[src/hdl/text_console_cursor_engine_assert.svh]
// ----------------------------------------------------------------------------
// text console cursor engine assertion macros
// concurrent checks on the clock, disabled while reset is high
// ----------------------------------------------------------------------------
`ifndef TEXT_CONSOLE_CURSOR_ENGINE_ASSERT_SVH
`define TEXT_CONSOLE_CURSOR_ENGINE_ASSERT_SVH

`ifndef NO_ASSERTIONS

`define TCCE_ASSERT(label, clk, rst, prop, msg) \
   label: assert property (@(posedge clk) disable iff (rst) (prop)) else $error(msg);

`define TCCE_ASSERT_NEXT(label, clk, rst, pre, post, msg) \
   label: assert property (@(posedge clk) disable iff (rst) (pre) |=> (post)) else $error(msg);

`else

`define TCCE_ASSERT(label, clk, rst, prop, msg)

`define TCCE_ASSERT_NEXT(label, clk, rst, pre, post, msg)

`endif

`endif

[src/hdl/tcce_pkg.sv]
// ----------------------------------------------------------------------------
// tcce_pkg
// character codes, reset colour and shared types of the cursor engine
// ----------------------------------------------------------------------------
`default_nettype none

package tcce_pkg;

   localparam logic [7:0] CHAR_BS    = 8'h08;
   localparam logic [7:0] CHAR_TAB   = 8'h09;
   localparam logic [7:0] CHAR_LF    = 8'h0A;
   localparam logic [7:0] CHAR_FF    = 8'h0C;
   localparam logic [7:0] CHAR_CR    = 8'h0D;
   localparam logic [7:0] PRINT_LO   = 8'h20;
   localparam logic [7:0] PRINT_HI   = 8'h7E;
   localparam logic [7:0] DIGIT_LO   = 8'h30;
   localparam logic [7:0] DIGIT_HI   = 8'h39;
   localparam logic [7:0] UPPER_LO   = 8'h41;
   localparam logic [7:0] UPPER_HI   = 8'h46;
   localparam logic [7:0] LOWER_LO   = 8'h61;
   localparam logic [7:0] LOWER_HI   = 8'h66;
   localparam logic [3:0] HEX_ALPHA  = 4'd9;
   localparam logic [3:0] COLOR_RESET = 4'd7;

   typedef struct packed {
      logic       is_bs;
      logic       is_tab;
      logic       is_lf;
      logic       is_cr;
      logic       is_ff;
      logic       is_print;
      logic       is_hex;
      logic [3:0] hex_val;
   } char_class_type;

   typedef struct packed {
      logic       draw_valid;
      logic [7:0] draw_x;
      logic [7:0] draw_y;
      logic [6:0] glyph;
      logic [3:0] draw_color;
      logic       scroll_up;
      logic [7:0] cursor_col;
      logic [7:0] cursor_row;
   } rsp_type;

endpackage

`default_nettype wire

[src/hdl/tcce_decode.sv]
// ----------------------------------------------------------------------------
// tcce_decode
// classifies a character byte into controls, printable range and hex digit
// ----------------------------------------------------------------------------
`default_nettype none

module tcce_decode (
   input  wire logic [7:0]               char_code,
   output tcce_pkg::char_class_type      cls
);

   logic is_digit;
   logic is_upper;
   logic is_lower;

   assign is_digit = (char_code >= tcce_pkg::DIGIT_LO) && (char_code <= tcce_pkg::DIGIT_HI);
   assign is_upper = (char_code >= tcce_pkg::UPPER_LO) && (char_code <= tcce_pkg::UPPER_HI);
   assign is_lower = (char_code >= tcce_pkg::LOWER_LO) && (char_code <= tcce_pkg::LOWER_HI);

   always_comb begin
      cls.is_bs    = (char_code == tcce_pkg::CHAR_BS);
      cls.is_tab   = (char_code == tcce_pkg::CHAR_TAB);
      cls.is_lf    = (char_code == tcce_pkg::CHAR_LF);
      cls.is_cr    = (char_code == tcce_pkg::CHAR_CR);
      cls.is_ff    = (char_code == tcce_pkg::CHAR_FF);
      cls.is_print = (char_code >= tcce_pkg::PRINT_LO) && (char_code <= tcce_pkg::PRINT_HI);
      cls.is_hex   = is_digit || is_upper || is_lower;
      // letters a-f and A-F share their low nibble, offset by nine
      cls.hex_val  = is_digit ? char_code[3:0] : (char_code[3:0] + tcce_pkg::HEX_ALPHA);
   end

endmodule

`default_nettype wire

[src/hdl/tcce_move.sv]
// ----------------------------------------------------------------------------
// tcce_move
// next cursor, colour and escape state plus the result of one character
// ----------------------------------------------------------------------------
`default_nettype none

module tcce_move #(
   parameter int SCREEN_WIDTH  = 200,
   parameter int SCREEN_HEIGHT = 161,
   parameter int CELL_WIDTH    = 4,
   parameter int LINE_HEIGHT   = 7,
   parameter int TAB_STEP      = 16
) (
   input  wire logic [$clog2(SCREEN_WIDTH)-1:0]              col,
   input  wire logic [$clog2(SCREEN_HEIGHT+LINE_HEIGHT)-1:0] row,
   input  wire logic [3:0]                                   color,
   input  wire logic                                         pending,
   input  wire logic [6:0]                                   char_low,
   input  wire tcce_pkg::char_class_type                     cls,
   output logic [$clog2(SCREEN_WIDTH)-1:0]                   nxt_col,
   output logic [$clog2(SCREEN_HEIGHT+LINE_HEIGHT)-1:0]      nxt_row,
   output logic [3:0]                                        nxt_color,
   output logic                                              nxt_pending,
   output tcce_pkg::rsp_type                                 rsp
);

   localparam int COL_W     = $clog2(SCREEN_WIDTH);
   localparam int ROW_W     = $clog2(SCREEN_HEIGHT + LINE_HEIGHT);
   localparam int XW        = $clog2(SCREEN_WIDTH + TAB_STEP + CELL_WIDTH) + 1;
   localparam int YW        = $clog2(SCREEN_HEIGHT + 2 * LINE_HEIGHT) + 1;
   localparam int TAB_SHIFT = COL_W + 7;
   localparam int PW        = COL_W + TAB_SHIFT;

   localparam logic [PW-1:0]        TAB_RECIP = PW'((1 << TAB_SHIFT) / TAB_STEP + 1);
   localparam logic [XW-1:0]        TAB_X     = XW'(TAB_STEP);
   localparam logic signed [XW-1:0] CELL_X    = XW'(CELL_WIDTH);
   localparam logic signed [XW-1:0] W_X       = XW'(SCREEN_WIDTH);
   localparam logic signed [YW-1:0] LH_Y      = YW'(LINE_HEIGHT);
   localparam logic signed [YW-1:0] SH_Y      = YW'(SCREEN_HEIGHT);

   logic [PW-1:0]        tab_prod;
   logic [COL_W-1:0]     tab_q;
   logic [XW-1:0]        tab_u;
   logic signed [XW-1:0] x0;
   logic signed [XW-1:0] x1;
   logic signed [XW-1:0] x2;
   logic signed [YW-1:0] y0;
   logic signed [YW-1:0] y1;
   logic signed [YW-1:0] y2;
   logic signed [YW-1:0] y3;
   logic signed [YW-1:0] y4;
   logic                 scroll;

   // next tab stop: quotient by reciprocal multiplication
   assign tab_prod = PW'(col) * TAB_RECIP;
   assign tab_q    = tab_prod[PW-1:TAB_SHIFT];
   assign tab_u    = (XW'(tab_q) + XW'(1)) * TAB_X;

   always_comb begin
      x0          = $signed({{(XW-COL_W){1'b0}}, col});
      y0          = $signed({{(YW-ROW_W){1'b0}}, row});
      x1          = x0;
      y1          = y0;
      nxt_color   = color;
      nxt_pending = pending;
      rsp         = '0;

      if (cls.is_bs) begin
         x1 = x0 - CELL_X;
      end else if (cls.is_tab) begin
         x1 = $signed(tab_u);
      end else if (cls.is_lf) begin
         y1 = y0 + LH_Y;
      end else if (cls.is_cr) begin
         x1 = '0;
      end else if (cls.is_ff) begin
         nxt_pending = 1'b1;
      end else if (pending) begin
         if (cls.is_hex) begin
            nxt_color = cls.hex_val;
         end
         nxt_pending = 1'b0;
      end else if (cls.is_print) begin
         rsp.draw_valid = 1'b1;
         rsp.draw_x     = 8'(col);
         rsp.draw_y     = 8'(row);
         rsp.glyph      = char_low;
         rsp.draw_color = color;
         x1             = x0 + CELL_X;
      end

      // horizontal wrap onto the previous or next line
      priority if (x1 < 0) begin
         x2 = x1 + W_X;
         y2 = y1 - LH_Y;
      end else if (x1 >= W_X) begin
         x2 = x1 - W_X;
         y2 = y1 + LH_Y;
      end else begin
         x2 = x1;
         y2 = y1;
      end

      y3 = (y2 < 0) ? '0 : y2;

      // past the bottom line: scroll and move up one line
      if ((y3 + LH_Y > SH_Y) && (y3 >= LH_Y)) begin
         y4     = y3 - LH_Y;
         scroll = 1'b1;
      end else begin
         y4     = y3;
         scroll = 1'b0;
      end

      nxt_col        = x2[COL_W-1:0];
      nxt_row        = y4[ROW_W-1:0];
      rsp.scroll_up  = scroll;
      rsp.cursor_col = 8'(x2[COL_W-1:0]);
      rsp.cursor_row = 8'(y4[ROW_W-1:0]);
   end

endmodule

`default_nettype wire

[src/hdl/text_console_cursor_engine.sv]
// ----------------------------------------------------------------------------
// text_console_cursor_engine: a character passes the input and output registers
// one character per cycle unless stalled, set by the cursor state loop
// synchronous reset: cursor 0,0, colour 7, no escape pending, both stages empty
// ----------------------------------------------------------------------------
`default_nettype none

module text_console_cursor_engine #(
   parameter int SCREEN_WIDTH  = 200,
   parameter int SCREEN_HEIGHT = 161,
   parameter int CELL_WIDTH    = 4,
   parameter int LINE_HEIGHT   = 7,
   parameter int TAB_STEP      = 16
) (
   input  wire logic       clock,
   input  wire logic       reset,
   input  wire logic       req_valid,
   output logic            req_stall,
   input  wire logic [7:0] req_char_code,
   output logic            rsp_valid,
   input  wire logic       rsp_stall,
   output logic            rsp_draw_valid,
   output logic [7:0]      rsp_draw_x,
   output logic [7:0]      rsp_draw_y,
   output logic [6:0]      rsp_glyph,
   output logic [3:0]      rsp_draw_color,
   output logic            rsp_scroll_up,
   output logic [7:0]      rsp_cursor_col,
   output logic [7:0]      rsp_cursor_row
);

`include "text_console_cursor_engine_assert.svh"

   localparam int COL_W = $clog2(SCREEN_WIDTH);
   localparam int ROW_W = $clog2(SCREEN_HEIGHT + LINE_HEIGHT);

   logic                      in_valid_ff;
   logic [7:0]                in_char_ff;
   logic                      out_valid_ff;
   tcce_pkg::rsp_type         out_ff;
   tcce_pkg::rsp_type         out_in;
   logic [COL_W-1:0]          col_ff;
   logic [COL_W-1:0]          col_in;
   logic [ROW_W-1:0]          row_ff;
   logic [ROW_W-1:0]          row_in;
   logic [3:0]                color_ff;
   logic [3:0]                color_in;
   logic                      pending_ff;
   logic                      pending_in;
   tcce_pkg::char_class_type  cls;
   logic                      advance;
   logic                      fire;

   assign advance   = !out_valid_ff || !rsp_stall;
   assign fire      = in_valid_ff && advance;
   assign req_stall = !advance;

   tcce_decode u_decode (
      .char_code (in_char_ff),
      .cls       (cls)
   );

   tcce_move #(
      .SCREEN_WIDTH  (SCREEN_WIDTH),
      .SCREEN_HEIGHT (SCREEN_HEIGHT),
      .CELL_WIDTH    (CELL_WIDTH),
      .LINE_HEIGHT   (LINE_HEIGHT),
      .TAB_STEP      (TAB_STEP)
   ) u_move (
      .col         (col_ff),
      .row         (row_ff),
      .color       (color_ff),
      .pending     (pending_ff),
      .char_low    (in_char_ff[6:0]),
      .cls         (cls),
      .nxt_col     (col_in),
      .nxt_row     (row_in),
      .nxt_color   (color_in),
      .nxt_pending (pending_in),
      .rsp         (out_in)
   );

   always_ff @(posedge clock) begin
      if (reset) begin
         in_valid_ff  <= 1'b0;
         out_valid_ff <= 1'b0;
         col_ff       <= '0;
         row_ff       <= '0;
         color_ff     <= tcce_pkg::COLOR_RESET;
         pending_ff   <= 1'b0;
      end else begin
         if (advance) begin
            in_valid_ff <= req_valid;
         end
         if (fire) begin
            out_valid_ff <= 1'b1;
            col_ff       <= col_in;
            row_ff       <= row_in;
            color_ff     <= color_in;
            pending_ff   <= pending_in;
         end else if (!rsp_stall) begin
            out_valid_ff <= 1'b0;
         end
      end
   end

   always_ff @(posedge clock) begin
      if (advance && req_valid) begin
         in_char_ff <= req_char_code;
      end
      if (fire) begin
         out_ff <= out_in;
      end
   end

   assign rsp_valid      = out_valid_ff;
   assign rsp_draw_valid = out_ff.draw_valid;
   assign rsp_draw_x     = out_ff.draw_x;
   assign rsp_draw_y     = out_ff.draw_y;
   assign rsp_glyph      = out_ff.glyph;
   assign rsp_draw_color = out_ff.draw_color;
   assign rsp_scroll_up  = out_ff.scroll_up;
   assign rsp_cursor_col = out_ff.cursor_col;
   assign rsp_cursor_row = out_ff.cursor_row;

   `TCCE_ASSERT(a_col_in_screen, clock, reset, int'(col_ff) < SCREEN_WIDTH, "cursor column off screen")
   `TCCE_ASSERT(a_row_in_screen, clock, reset, (int'(row_ff) + LINE_HEIGHT <= SCREEN_HEIGHT) || (int'(row_ff) < LINE_HEIGHT), "cursor row below last line")
   `TCCE_ASSERT_NEXT(a_draw_no_escape, clock, reset, fire && out_in.draw_valid, !pending_ff, "draw left colour escape pending")

endmodule

`default_nettype wire
[config.mk]
export PLATFORM = sky130hd
export DESIGN_NAME = text_console_cursor_engine
export DESIGN_NICKNAME = d
export VERILOG_FILES = /design/src/hdl/tcce_pkg.sv /design/src/hdl/tcce_decode.sv /design/src/hdl/tcce_move.sv /design/src/hdl/text_console_cursor_engine.sv
export VERILOG_INCLUDE_DIRS = /design/src /design/src/hdl
export SDC_FILE = /design/constraint.sdc
export NUM_CORES = 1
export LEC_CHECK = 0
export ABC_AREA = 1
export CAP_MARGIN = 20
export CORE_MARGIN = 5
export CORE_UTILIZATION = 50
export CTS_CLUSTER_DIAMETER = 40
export DETAILED_ROUTE_END_ITERATION = 8
export DONT_BUFFER_PORTS = 1
export PLACE_DENSITY = 0.64
export RECOVER_POWER = 50
export SETUP_SLACK_MARGIN = 0.2
export SKIP_LAST_GASP = 1
export SYNTH_ARGS = -nofsm -noshare
export SYNTH_HDL_FRONTEND = slang
export SYNTH_SLANG_ARGS = --single-unit
[constraint.sdc]
create_clock -name clock -period 9.75 [get_ports clock]
set_input_delay 0.4875 -clock clock [delete_from_list [all_inputs] [get_ports clock]]
set_output_delay 0.4875 -clock clock [all_outputs]
set_load 0.01 [all_outputs]
# Yosys cells after proc, flatten, opt, wreduce, memory -nomap -nowiden
# Cells that the tools add are included.
[op_classes]
n_addsub = 11
multipliers = 1
magnitude_cmp = 13
n_eq_ne = 6
n_mux = 22
bitwise_logic = 6
reduce_logical = 17
[op_table]
columns = ["operator", "count"]
rows = [
  ["$mux 9", 13],
  ["$eq 8x4->1 const B", 5],
  ["$mux 28", 1],
  ["$le 8x7->1 const B", 3],
  ["$mux 8", 3],
  ["$mul 8x12->20 const B", 1],
  ["$add 8x3->9 const B", 2],
  ["$add 9x4->9 const B", 2],
  ["$lt 9x1->1 const B", 2],
  ["$ge 8x6->1 const B", 2],
  ["$ge 8x7->1 const B", 2],
  ["$ge 9x4->1 const B", 1],
  ["$ge 9x9->1 const B", 1],
  ["$gt 9x9->1 const B", 1],
  ["$sub 8x3->9 const B", 1],
  ["$sub 9x4->9 const B", 1],
  ["$add 8x7->8 const B", 1],
  ["$le 8x6->1 const B", 1],
  ["$reduce_and 8->1", 1],
  ["$sub 8x4->8 const B", 1],
  ["$sub 8x7->8 const B", 1],
  ["$logic_and 1x1->1", 7],
  ["$reduce_or 7->1", 1],
  ["$not 1->1", 6],
  ["other kinds (9)", 16],
]
[word_totals]
reg_bits = 76
input_bits = 12
wordCells = 91

# Longest topological paths before layout
# Gate-level depths: netlist of run 1.
[depth]
ltp_word = 18
mapped_depth = 35
mapped_depth_nobuf = 34

# Modules after synthesis
# From an unflattened synthesis of run 1, not the netlist that was laid out.
[unflattened]
hier_cells = 678
hier_area_um2 = 5237.5
[by_module_without_submodules]
columns = ["mod", "instances", "cells_per_inst", "area_per_inst_um2", "seq_area_each_um2"]
rows = [
  ["text_console_cursor_engine", 1, 196, 2618.8, 2052.0],
  ["tcce_move", 1, 422, 2269.7, 0.0],
  ["tcce_decode", 1, 60, 349.1, 0.0],
]

# Least setup slack after synthesis of run 1
# Ideal clock, no wire load.
[synth_timing]
kind = "register to register"
startpoint = "reg in_char_ff[0]"
endpoint = "reg out_ff, in the netlist rsp_cursor_row[4] (data pin)"
setup_ns = 0.254
arrival_time_ns = 3.349
path_slack_ns = 6.147
stages_incl_launch_ff = 34
n_path_buf = 1
period_less_slack_ns = 3.603
cell_sequence = "edfxtp_1 > inv_1 > ha_1 > inv_1 > nor2_1 > nand2_2 > inv_2 > nor2_1 > nand3_1 > nand2_1 > inv_1 > ha_1 > inv_1 > o21ai_1 > nand2_2 > nand2_2 > buf_6 > nand2_1 > nand3_1 > nand2_1 > nand2_2 > inv_1 > ha_1 > inv_1 > nand3_1 > nand2_1 > nand3_1 > nand2_1 > nand2_1 > nand3_2 > nand2_4 > nand2_4 > nand2_1 > nand2_1"
[synth_rtl]
columns = ["item", "line_no", "text"]
rows = [
  ["start, declared", "text_console_cursor_engine.sv:38", "logic [7:0] in_char_ff;"],
  ["start signal, assigned", "text_console_cursor_engine.sv:109", "in_char_ff <= req_char_code;"],
  ["end signal, assigned", "text_console_cursor_engine.sv:112", "out_ff <= out_in;"],
  ["end, declared", "text_console_cursor_engine.sv:40", "tcce_pkg::rsp_type out_ff;"],
]

# Final worst setup path of run 1
[layout_timing]
startpoint = "reg in_char_ff[3]"
endpoint = "reg row_ff[4]"
[layout_via]
elab_chain_cells = 18
word_cells_on_any_way = 32
[layout_rtl]
columns = ["item", "line_no", "text"]
rows = [
  ["$ge 8x6->1 or $le 8x7->1 (tied branches)", "tcce_decode.sv:26", "cls.is_print = (char_code >= tcce_pkg::PRINT_LO) && (char_code <= tcce_pkg::PRINT_HI);"],
  ["$logic_and 1x1->1", "tcce_decode.sv:26", ""],
  ["$mux 9", "tcce_move.sv:83", "end else if (cls.is_print) begin"],
  ["$mux 9", "tcce_move.sv:78", "end else if (pending) begin"],
  ["$mux 9", "tcce_move.sv:76", "end else if (cls.is_ff) begin"],
  ["$mux 9", "tcce_move.sv:74", "end else if (cls.is_cr) begin"],
  ["$mux 9", "tcce_move.sv:72", "end else if (cls.is_lf) begin"],
  ["$mux 9", "tcce_move.sv:70", "end else if (cls.is_tab) begin"],
  ["(+2 left out)", "-", ""],
  ["$mux 9", "tcce_move.sv:96", "end else if (x1 >= W_X) begin"],
  ["$mux 9 *", "tcce_move.sv:93", "priority if (x1 < 0) begin"],
  ["$lt 9x1->1", "tcce_move.sv:104", "y3 = (y2 < 0) ? '0 : y2;"],
  ["$mux 9 *", "tcce_move.sv:104", ""],
  ["$add 9x4->9", "tcce_move.sv:107", "if ((y3 + LH_Y > SH_Y) && (y3 >= LH_Y)) begin"],
  ["$gt 9x9->1", "tcce_move.sv:107", ""],
  ["$logic_and 1x1->1", "tcce_move.sv:107", ""],
  ["$mux 8 *", "tcce_move.sv:107", ""],
  ["end signal, assigned", "text_console_cursor_engine.sv:98", "row_ff <= row_in;"],
  ["end, declared", "text_console_cursor_engine.sv:44", "logic [ROW_W-1:0] row_ff;"],
]
# Mark *: on every way between the ends. The rest lies on a longest branch, timed or not.
# A chain may end at the register's enable or synchronous reset.

==> results.sh, run 1 <==
export IMPL_outcome="finished with violations"
export IMPL_violations="max-capacitance violations, max-slew violations"
export IMPL_syn_area_sq_mm=0.00475
export IMPL_final_util_pct=54.9
export IMPL_setup_violations=0
export IMPL_crit_family="simple AND/OR/NAND/NOR gates"
export IMPL_r2r_start="in_char_ff[3]$_DFFE_PP_"
export IMPL_drv_slew=55
export IMPL_cp_required_ps=10000
export IMPL_ys_types=38
export IMPL_pwr_share_clk_pct=33.2
export IMPL_drv_cap=1
export IMPL_p_seq_share_pct=50.6
export IMPL_worstRegToRegCells=32
export IMPL_synth_top_area_share_pct=33.5
export IMPL_die_w_um=108
export IMPL_clock_latency_ps=350
export IMPL_cts_hold_buffers=0
export IMPL_n_antenna_cell=0
export IMPL_finalCritPeriodShare_pct=45.7
export IMPL_swShare_pct=30.5
export IMPL_yosys_top_cells_count="nand2_1 (149), inv_1 (92), nor2_1 (67), nand3_1 (58), edfxtp_1 (53)"
export IMPL_drive_gt1_share_pct=10.1
export IMPL_power_density_mw_per_mm2=149
export IMPL_finalCriticalPeriod_ps=4460
export IMPL_fill_cells=855
export IMPL_synth_seq_cells=76
export IMPL_floorplan_initialDensity_pct=51.4
export IMPL_crit_path_start_kind="flip-flop"
export IMPL_crit_slowest_cell="nand2_2"
export IMPL_wire_per_inst_um=14.3
export IMPL_slew_limit_headroom_pct=-85.6
export IMPL_rsz0062_at_grt="no"
export IMPL_grt_max_degree=55
export IMPL_yosys_most_used_dff="edfxtp_1"
export IMPL_drc=0
export IMPL_yosysSeqAreaShare_pct=43.2
export IMPL_min_path_type="input port to flip-flop"
export IMPL_rows=35
export IMPL_cts_root_buffer="clkbuf_8"
export IMPL_cts_num_sinks=76
export IMPL_ff2ff_setup_slack_ps=5290
export IMPL_timing_fmax_mhz=224
export IMPL_h_tree_depth=3
export IMPL_r2r_end="row_ff[4]$_SDFFE_PP0P_"
export IMPL_setup_tns_ps=0
export IMPL_vias=3907
export IMPL_cts_resized=0
export IMPL_min_from="reset"
export IMPL_synth_edf_count=53
export IMPL_drt_wl_total_um=10700
export IMPL_critPathKind="flip-flop to flip-flop"
export IMPL_synth_most_common_cell="nand2_1"
export IMPL_core_sq_mm=0.00924
export IMPL_cts_tree="built"
export IMPL_async_flop_share_pct=0
export IMPL_dp_hpwl_um=7950
export IMPL_synth_area_top_cells="edfxtp_1 (33%), nand2_1 (12%), dfxtp_1 (9.7%)"
export IMPL_die_area_sq_mm=0.0116
export IMPL_hold_violations=0
export IMPL_syn_num_nets=647
export IMPL_cp_startpoint="in_char_ff[3]$_DFFE_PP_"
export IMPL_gp_congestion=0.932
export IMPL_area_growth_pct=6.76
export IMPL_critPathBufInv=6
export IMPL_crit_end="row_ff[4]$_SDFFE_PP0P_"
export IMPL_yosysWarnings=0
export IMPL_p_int_mw=0.526
export IMPL_viasPerCell=5.20
export IMPL_first_pass_iters=6
export IMPL_ir_drop_uv=79.5
export IMPL_multi_input_area_sq_mm=0.00226
export IMPL_p_leak_nw=2.41
export IMPL_num_nets_final=646
export IMPL_cp_max_fo=31
export IMPL_syn_area_per_cell_sq_um=7.69
export IMPL_track_usage_pct=19.7
export IMPL_io_buffer_count=0
export IMPL_die_h_um=108
export IMPL_crit_cells=32
export IMPL_boundaryPins=59
export IMPL_cp_common_cell="nand2_2"
export IMPL_combinationalPowerShare_pct=16.2
export IMPL_ant_nets=0
export IMPL_synth_area_leader_cell="edfxtp_1"
export IMPL_clkTransAtPathRegs_ps=90
export IMPL_worst_pin_slew_ps=2780
export IMPL_drt_iter0_drc=300
export IMPL_cts_setup_buffers=0
export IMPL_grt_pass1_wl_um=18100
export IMPL_cts_inserted_buffers=9
export IMPL_cp_slowest_stage_delay_ps=480
export IMPL_clock_path_buffers=2
export IMPL_worst_clock_skew_ps=13.6
export IMPL_crit_arrival_ps=4710
export IMPL_p_switching_mw=0.231
export IMPL_overflow=0
export IMPL_seqCellArea_sq_mm=0.00205
export IMPL_antenna_found_initial=0
export IMPL_hold_depth=1
export IMPL_grt_pass1_vias=3728
export IMPL_endpoint_kind="flip-flop"
export IMPL_syn_inst=618
==> how the worst min path moves through the flow <==
stage | endpoint | slack (ps)
6_report | col_ff[7]$_SDFFE_PP0P_ | 190
5_1_grt | in_valid_ff$_SDFFE_PP0N_ | 170
4_1_cts | col_ff[7]$_SDFFE_PP0P_ | 180
3_5_place_dp | color_ff[3]$_SDFFE_PP0P_ | 450
3_3_place_gp | color_ff[3]$_SDFFE_PP0P_ | 440
2_1_floorplan | color_ff[3]$_SDFFE_PP0P_ | 430
==> registers in the layout, summed over array words and instances, names as in the netlist, 7 cells and up <==
name            flops
col_ff              8
in_char_ff          8
row_ff              8
rsp_cursor_col      8
rsp_cursor_row      8
rsp_draw_x          8
rsp_draw_y          8
rsp_glyph           7
==> metrics by stage <==
step / instance area [sq um] / setup slack (ps) / hold WS (ps) / instances / power (mW)
after floorplan: 4750 / 6150 / 430 / 618 / 0.483
after global placement: 4870 / 5430 / 445 / 735 / 0.511
after detailed placement: 4870 / 5380 / 451 / 735 / 0.511
after CTS: 5080 / 5350 / 178 / 751 / 0.764
after global routing: 5070 / 4770 / 172 / 751 / 0.801
final: 5070 / 5290 / 192 / 751 / 0.756
==> per-layer routing <==
metal	wire length (um)	track usage, %	share of wire (%)	up-vias
li1	-	-	-	1987
met2	4900	31.3	46	141
met5	0	0	0	-
met3	708	4.38	6.6	15
met4	170	6.58	1.6	0
met1	4940	26.6	46	1764
==> power by group through the flow <==
stage / Clock (mW) / Sequential, mW / Combinational, mW
3_3_place_gp: 0 / 0.390 / 0.121
6_report: 0.251 / 0.383 / 0.122
3_5_place_dp: 0 / 0.390 / 0.122
2_1_floorplan: 0 / 0.386 / 0.0976
4_1_cts: 0.259 / 0.383 / 0.123
5_1_grt: 0.275 / 0.385 / 0.141
==> area by class of cell <==
class                   count  share of cell area (%)
clock inverters             7                    1.63
clock buffers               9                    2.44
well taps                 129                    3.18
inverters                 104                    7.69
repair buffers              1                  0.0740
flip-flops and latches     76                    40.4
multi-input cells         425                    44.6
==> cells in the final DEF (no fill, tap or decap), types with 9 or more instances in the layout <==
master,Yosys,final
a21oi_1,24,24
clkbuf_8,0,9
dfxtp_1,23,23
edfxtp_1,53,53
ha_1,17,17
inv_1,92,92
nand2_1,149,149
nand2_2,17,17
nand3_1,58,58
nor2_1,67,66
o21ai_0,20,20
xor2_1,21,21
==> kinds of logic after synthesis <==
family	Yosys count	share of synthesized area, %
AO/OA/AOI/OAI	69	8.66
XOR/XNOR	21	3.87
adder cells (fa/ha/maj)	17	4.47
buffers and inverters	117	9.42
flip-flops	76	43.2
AND/OR/NAND/NOR	318	30.4
No activity file was read; power rests on OpenSTA's default activity.
==> inputs of run 2 (changes only) <==
--- a/config.mk
+++ b/config.mk
@@ -6,7 +6,7 @@
 export SDC_FILE = /design/constraint.sdc
 export NUM_CORES = 1
 export LEC_CHECK = 0
-export ABC_AREA = 1
+export ABC_AREA = 0
 export CAP_MARGIN = 20
 export CORE_MARGIN = 5
 export CORE_UTILIZATION = 50
==> constraint.sdc (replaced) <==
create_clock -name clock -period 4.4 [get_ports clock]
set_input_delay 0.22 -clock clock [delete_from_list [all_inputs] [get_ports clock]]
set_output_delay 0.22 -clock clock [all_outputs]
set_load 0.01 [all_outputs]
==> run 2 against run 1 <==
  * The run now ends clean
  * Clock power rose to 2.6 times the previous value
  * Via count is 25% higher
  * Setup slack got worse by 5200 ps
  * Global-route usage is 5.5 points higher
  * Combinational power grew to 3.0 times the previous value
  * Largest cell class unchanged
==> results.sh, run 2 <==
export IMPL_power_density_mw_per_mm2=268
export IMPL_h_tree_depth=3
export IMPL_worstRegToRegCells=16
export IMPL_die_h_um=112
export IMPL_wl_met2_um=7320
export IMPL_hold_violations=0
export IMPL_cp_startpoint="in_char_ff[4]$_DFFE_PP_"
export IMPL_overflow=0
export IMPL_drc=0
export IMPL_clock_path_buffers=2
export IMPL_place_ws_ps=-36.6
export IMPL_synth_seq_cells=76
export IMPL_synth_edf_count=53
export IMPL_synth_area_leader_cell="edfxtp_1"
export IMPL_crit_end="rsp_cursor_row[2]$_DFFE_PP_"
export IMPL_antenna_found_initial=0
export IMPL_min_path_type="input port to flip-flop"
export IMPL_track_usage_pct=25.2
export IMPL_async_flop_share_pct=0
export IMPL_yosys_top_cells_count="edfxtp_1 (53), nand2_1 (53), nor2_1 (40), and3_1 (25), inv_1 (24)"
export IMPL_drt_iter0_drc=318
export IMPL_syn_num_nets=575
export IMPL_grt_pass1_vias=4763
export IMPL_setup_violations=0
export IMPL_dp_hpwl_um=11400
export IMPL_r2r_start="in_char_ff[4]$_DFFE_PP_"
export IMPL_wire_per_inst_um=20.0
export IMPL_drt_wl_total_um=15900
export IMPL_grt_pass1_wl_um=25200
export IMPL_cts_inserted_buffers=9
export IMPL_ff2ff_setup_slack_ps=100
export IMPL_finalCritPeriodShare_pct=97.7
export IMPL_first_pass_iters=5
export IMPL_outcome="complete, no violations"
export IMPL_timing_fmax_mhz=233
export IMPL_drv_slew=0
export IMPL_cts_num_sinks=76
export IMPL_cp_max_fo=5
export IMPL_postPlaceCellArea_sq_mm=0.00598
export IMPL_cts_tree="built"
export IMPL_floorplan_initialDensity_pct=50.9
export IMPL_endpoint_kind="flip-flop"
export IMPL_slew_limit_headroom_pct=37.1
export IMPL_p_leak_nw=2.67
export IMPL_finalCriticalPeriod_ps=4300
export IMPL_worst_pin_slew_ps=941
export IMPL_place_inst=737
export IMPL_die_area_sq_mm=0.0126
export IMPL_yosys_most_used_dff="edfxtp_1"
export IMPL_cp_required_ps=4520
export IMPL_gp_congestion=1.04
export IMPL_routedLengthMet1_um=7370
export IMPL_rsz0062_at_grt="yes"
export IMPL_crit_path_start_kind="flip-flop"
export IMPL_ys_types=95
export IMPL_vias=4876
export IMPL_grt_max_degree=36
export IMPL_ant_nets=0
export IMPL_area_growth_pct=32.4
export IMPL_io_buffer_count=0
export IMPL_yosysWarnings=0
export IMPL_yosysSeqAreaShare_pct=39.2
export IMPL_die_w_um=112
export IMPL_n_antenna_cell=0
export IMPL_wl_met3_um=925
export IMPL_final_cell_mix="buf_4 (109), edfxtp_1 (53), nand2_1 (49)"
export IMPL_top_layer="met4"
export IMPL_boundaryPins=59
export IMPL_drv_cap=0
export IMPL_syn_area_sq_mm=0.00523
export IMPL_clock_latency_ps=380
export IMPL_clkTransAtPathRegs_ps=80
export IMPL_worst_clock_skew_ps=21.3
export IMPL_viasPerCell=6.12
export IMPL_synth_area_top_cells="edfxtp_1 (30%), dfxtp_1 (8.8%), ha_1 (4.1%)"
export IMPL_critPathKind="flip-flop to flip-flop"
export IMPL_final_util_pct=67.4
export IMPL_ir_drop_uv=199
export IMPL_syn_inst=546
export IMPL_final_cell_count_no_fill=797
export IMPL_cts_root_buffer="clkbuf_8"
export IMPL_core_sq_mm=0.0103
export IMPL_rows=37
export IMPL_drive_gt1_share_pct=36.3
export IMPL_synth_top_area_share_pct=30.4
export IMPL_setup_slack_ps=101
export IMPL_crit_arrival_ps=4420
export IMPL_mostFrequentLayoutCell="buf_4"
export IMPL_r2r_end="rsp_cursor_row[2]$_DFFE_PP_"
export IMPL_num_nets_final=685
export IMPL_final_area_sq_mm=0.00692
export IMPL_syn_area_per_cell_sq_um=9.58
## run 2: cell types whose count changed in the layout (fill, tap and decap cells not counted), moves of 18 or more
| cell | previous run | this run |
|---|---|---|
| buf_4 | 0 | 109 |
| nand2_1 | 149 | 49 |
| inv_1 | 92 | 18 |
| nand3_1 | 58 | 14 |
| nor2_1 | 66 | 36 |
| and3_1 | 0 | 24 |
| xor2_1 | 21 | 3 |
## run 2: repair_timing
item,in CTS,in global routing
gates resized for setup,35,41
endpoints found under the setup margin,15,15
buffers inserted,25,10
hold buffers,9,0
endpoints found under the hold margin,25,0
pin swaps,23,9
## run 2: layout make-up
cell class	count	area [sq um]
multi-input cells	412	3330
fillers	781	3350
repair buffers	132	1040
clock inverters	6	111
well taps	136	170
clock buffers	10	128
flip-flops and latches	76	2050
inverters	25	96.3
## run 2: stage by stage
| stage | setup TNS [ps] | power [mW] | hold WS, ps |
|---|---|---|---|
| finish | 0 | 1.85 | 15.8 |
| global route | -520 | 1.93 | 25.2 |
| CTS | 0 | 1.83 | 8.92 |
| detailed placement | -77.0 | 1.14 | 297 |
| global placement | -145 | 1.13 | 292 |
| floorplan | -227 | 1.04 | 319 |
## run 2: kinds of logic after synthesis
| kind of cell | synth area share, % |
|---|---|
| buffers and inverters | 4.93 |
| adder cells (fa/ha/maj) | 4.07 |
| flip-flops | 39.2 |
| XOR/XNOR | 3.33 |
| AO/OA/AOI/OAI | 22.0 |
| multiplexers | 1.41 |
| AND/OR/NAND/NOR | 25.0 |
## run 2: layer usage
layer / vias to the layer above / track usage [%]
met5: - / 0
met4: 0 / 8.33
met3: 23 / 4.47
met2: 188 / 39.1
met1: 2368 / 35.6
li1: 2297 / -
## run 2: worst min path at each step
| stage | startpoint | end | slack (ps) | cells after the start |
|---|---|---|---|---|
| floorplan | req_char_code[0] | in_char_ff[0]$_DFFE_PP_ | 320 | 0 |
| global placement | reset | row_ff[4]$_SDFFE_PP0P_ | 290 | 1 |
| detailed placement | reset | row_ff[4]$_SDFFE_PP0P_ | 300 | 1 |
| CTS | req_valid | in_valid_ff$_SDFFE_PP0N_ | 9 | 2 |
| global route | reset | row_ff[3]$_SDFFE_PP0P_ | 30 | 2 |
| finish | req_valid | in_valid_ff$_SDFFE_PP0N_ | 20 | 2 |
## run 2: worst max-delay path: stages, from the launching register on
cell and delay [ps]:
edfxtp_1 510, nor4b_4 410, buf_4 200, nand3_1 110, buf_4 170, o31a_1 340
o21ai_0 420, o41ai_4 140, buf_4 180, buf_6 120, buf_6 110, buf_6 110
nor3_4 230, a41oi_2 210, o22a_4 310, or3_4 340, xor2_1 150
## run 2: power by group
group | switching (mW) | internal, mW
Clock | 0.281 | 0.378
Sequential | 0.0353 | 0.798
Combinational | 0.202 | 0.160
==> inputs of run 3 (changes only) <==
--- a/config.mk
+++ b/config.mk
@@ -8,6 +8,7 @@
 export LEC_CHECK = 0
 export ABC_AREA = 0
 export CAP_MARGIN = 20
+export CORE_ASPECT_RATIO = 2
 export CORE_MARGIN = 5
 export CORE_UTILIZATION = 50
 export CTS_CLUSTER_DIAMETER = 40
==> run 3 against run 2 <==
  * Highest routed layer unchanged
  * Flip-flop and latch count unchanged
  * Sequential share of layout area fell by 1.4 points
  * Clock skew shrank 14 ps
  * Worst hold slack gained 32 ps
  * Setup slack better by 13 ps
  * Die area is 0.99% higher
==> results.sh, run 3 (synthesis gave the netlist of run 2 again) <==
export IMPL_endpoint_kind="flip-flop"
export IMPL_cts_inserted_buffers=9
export IMPL_cp_required_ps=4500
export IMPL_core_sq_mm=0.0104
export IMPL_final_util_pct=69.8
export IMPL_grt_max_degree=44
export IMPL_vias=5113
export IMPL_gp_congestion=1.00
export IMPL_track_usage_pct=30.2
export IMPL_critPathKind="flip-flop to flip-flop"
export IMPL_first_pass_iters=7
export IMPL_io_buffer_count=0
export IMPL_mostFrequentLayoutCell="buf_4"
export IMPL_crit_slowest_cell="edfxtp_1"
export IMPL_finalCritPeriodShare_pct=97.4
export IMPL_finalCriticalPeriod_ps=4290
export IMPL_die_w_um=82.3
export IMPL_dp_hpwl_um=13700
export IMPL_cts_tree="built"
export IMPL_setup_tns_ps=0
export IMPL_power_density_mw_per_mm2=270
export IMPL_p_leak_nw=2.84
export IMPL_die_h_um=155
export IMPL_floorplan_initialDensity_pct=50.2
export IMPL_drt_wl_total_um=18800
export IMPL_clkTransAtPathRegs_ps=60
export IMPL_cts_root_buffer="clkbuf_16"
export IMPL_min_path_type="input port to flip-flop"
export IMPL_area_growth_pct=39.1
export IMPL_cp_max_fo=7
export IMPL_crit_family="simple AND/OR/NAND/NOR gates"
export IMPL_clock_latency_ps=340
export IMPL_ant_nets=0
export IMPL_wire_per_inst_um=22.9
export IMPL_drc=0
export IMPL_slew_limit_headroom_pct=37.6
export IMPL_overflow=0
export IMPL_setup_violations=0
export IMPL_hold_violations=0
export IMPL_ir_drop_uv=196
export IMPL_cp_slowest_stage_delay_ps=500
export IMPL_clock_path_buffers=2
export IMPL_crit_arrival_ps=4380
export IMPL_rows=53
export IMPL_h_tree_depth=3
export IMPL_drv_slew=0
export IMPL_worst_pin_slew_ps=933
export IMPL_drt_iter0_drc=339
export IMPL_grt_pass1_wl_um=28500
export IMPL_worstPathCellList="inv_2 -> ha_4 -> nor3b_4 -> and3_4 -> buf_6 -> buf_6 -> nand3_4 -> xor2_2 -> or3_4 -> o41ai_4 -> buf_4 -> nor2_4 -> inv_4 -> ha_4 -> a211oi_2 -> a2bb2oi_2 -> o211a_4 -> nand2b_4 -> mux2_4"
export IMPL_outcome="complete, no violations"
export IMPL_n_antenna_cell=0
export IMPL_critPathBufInv=5
export IMPL_crit_path_start_kind="flip-flop"
export IMPL_antenna_found_initial=0
export IMPL_boundaryPins=59
export IMPL_viasPerCell=6.21
export IMPL_num_nets_final=710
export IMPL_final_cell_mix="buf_4 (143), edfxtp_1 (53), nand2_1 (47)"
export IMPL_grt_pass1_vias=5339
export IMPL_postPlaceCellArea_sq_mm=0.00614
export IMPL_final_area_sq_mm=0.00727
export IMPL_die_area_sq_mm=0.0127
export IMPL_cts_num_sinks=76
export IMPL_rsz0062_at_grt="yes"
export IMPL_worst_clock_skew_ps=7.10
export IMPL_drive_gt1_share_pct=41.0
export IMPL_timing_fmax_mhz=233
export IMPL_drv_cap=0
[run 3: worst paths after layout]
check,endpoint,start,slack [ps],depth (start not counted)
max,rsp_cursor_row[1]$_DFFE_PP_,in_char_ff[0]$_DFFE_PP_,110,19
min reg2reg,color_ff[0]$_SDFFE_PP1P_,color_ff[0]$_SDFFE_PP1P_,470,1
min,in_valid_ff$_SDFFE_PP0N_,req_valid,50,2
max reg2reg,rsp_cursor_row[1]$_DFFE_PP_,in_char_ff[0]$_DFFE_PP_,110,19
[run 3: power by group]
group          internal (mW)  switching (mW)  total [mW]
Sequential             0.800          0.0364       0.836
Clock                  0.439           0.302       0.741
Combinational          0.166           0.217       0.383
[run 3: what timing repair did]
action,4_1_cts,5_1_grt
gates resized for setup,55,39
hold endpoints to repair,25,0
hold buffers,9,0
setup buffers,18,21
setup endpoints to repair,15,15
gates cloned,0,0
pin swaps,21,24
[run 3: layout make-up]
class                      count  area, sq um
inverter                      25         98.8
fill                         784         3140
multi-input combinational    412         3440
clock inverter                 6         63.8
timing repair buffer         157         1210
tap                          137          171
clock buffer                  10          229
sequential                    76         2050
[run 3: per-stage QoR]
step | instances | hold WS [ps] | setup WS (ps) | power [mW]
2_1_floorplan | 546 | 319 | -114 | 1.04
3_3_place_gp | 759 | 293 | -33.1 | 1.15
3_5_place_dp | 759 | 294 | -92.8 | 1.16
4_1_cts | 802 | 42.2 | 109 | 1.93
5_1_grt | 823 | 52.6 | -50.3 | 2.03
6_report | 823 | 47.6 | 114 | 1.96
[run 3: layer usage]
layer | vias to the layer above | part of all wire (%) | track usage [%]
li1 | 2343 | - | -
met1 | 2429 | 31 | 26.3
met2 | 220 | 55 | 54.7
met3 | 121 | 4.3 | 6.53
met4 | 0 | 9.5 | 25.4
met5 | - | 0 | 0
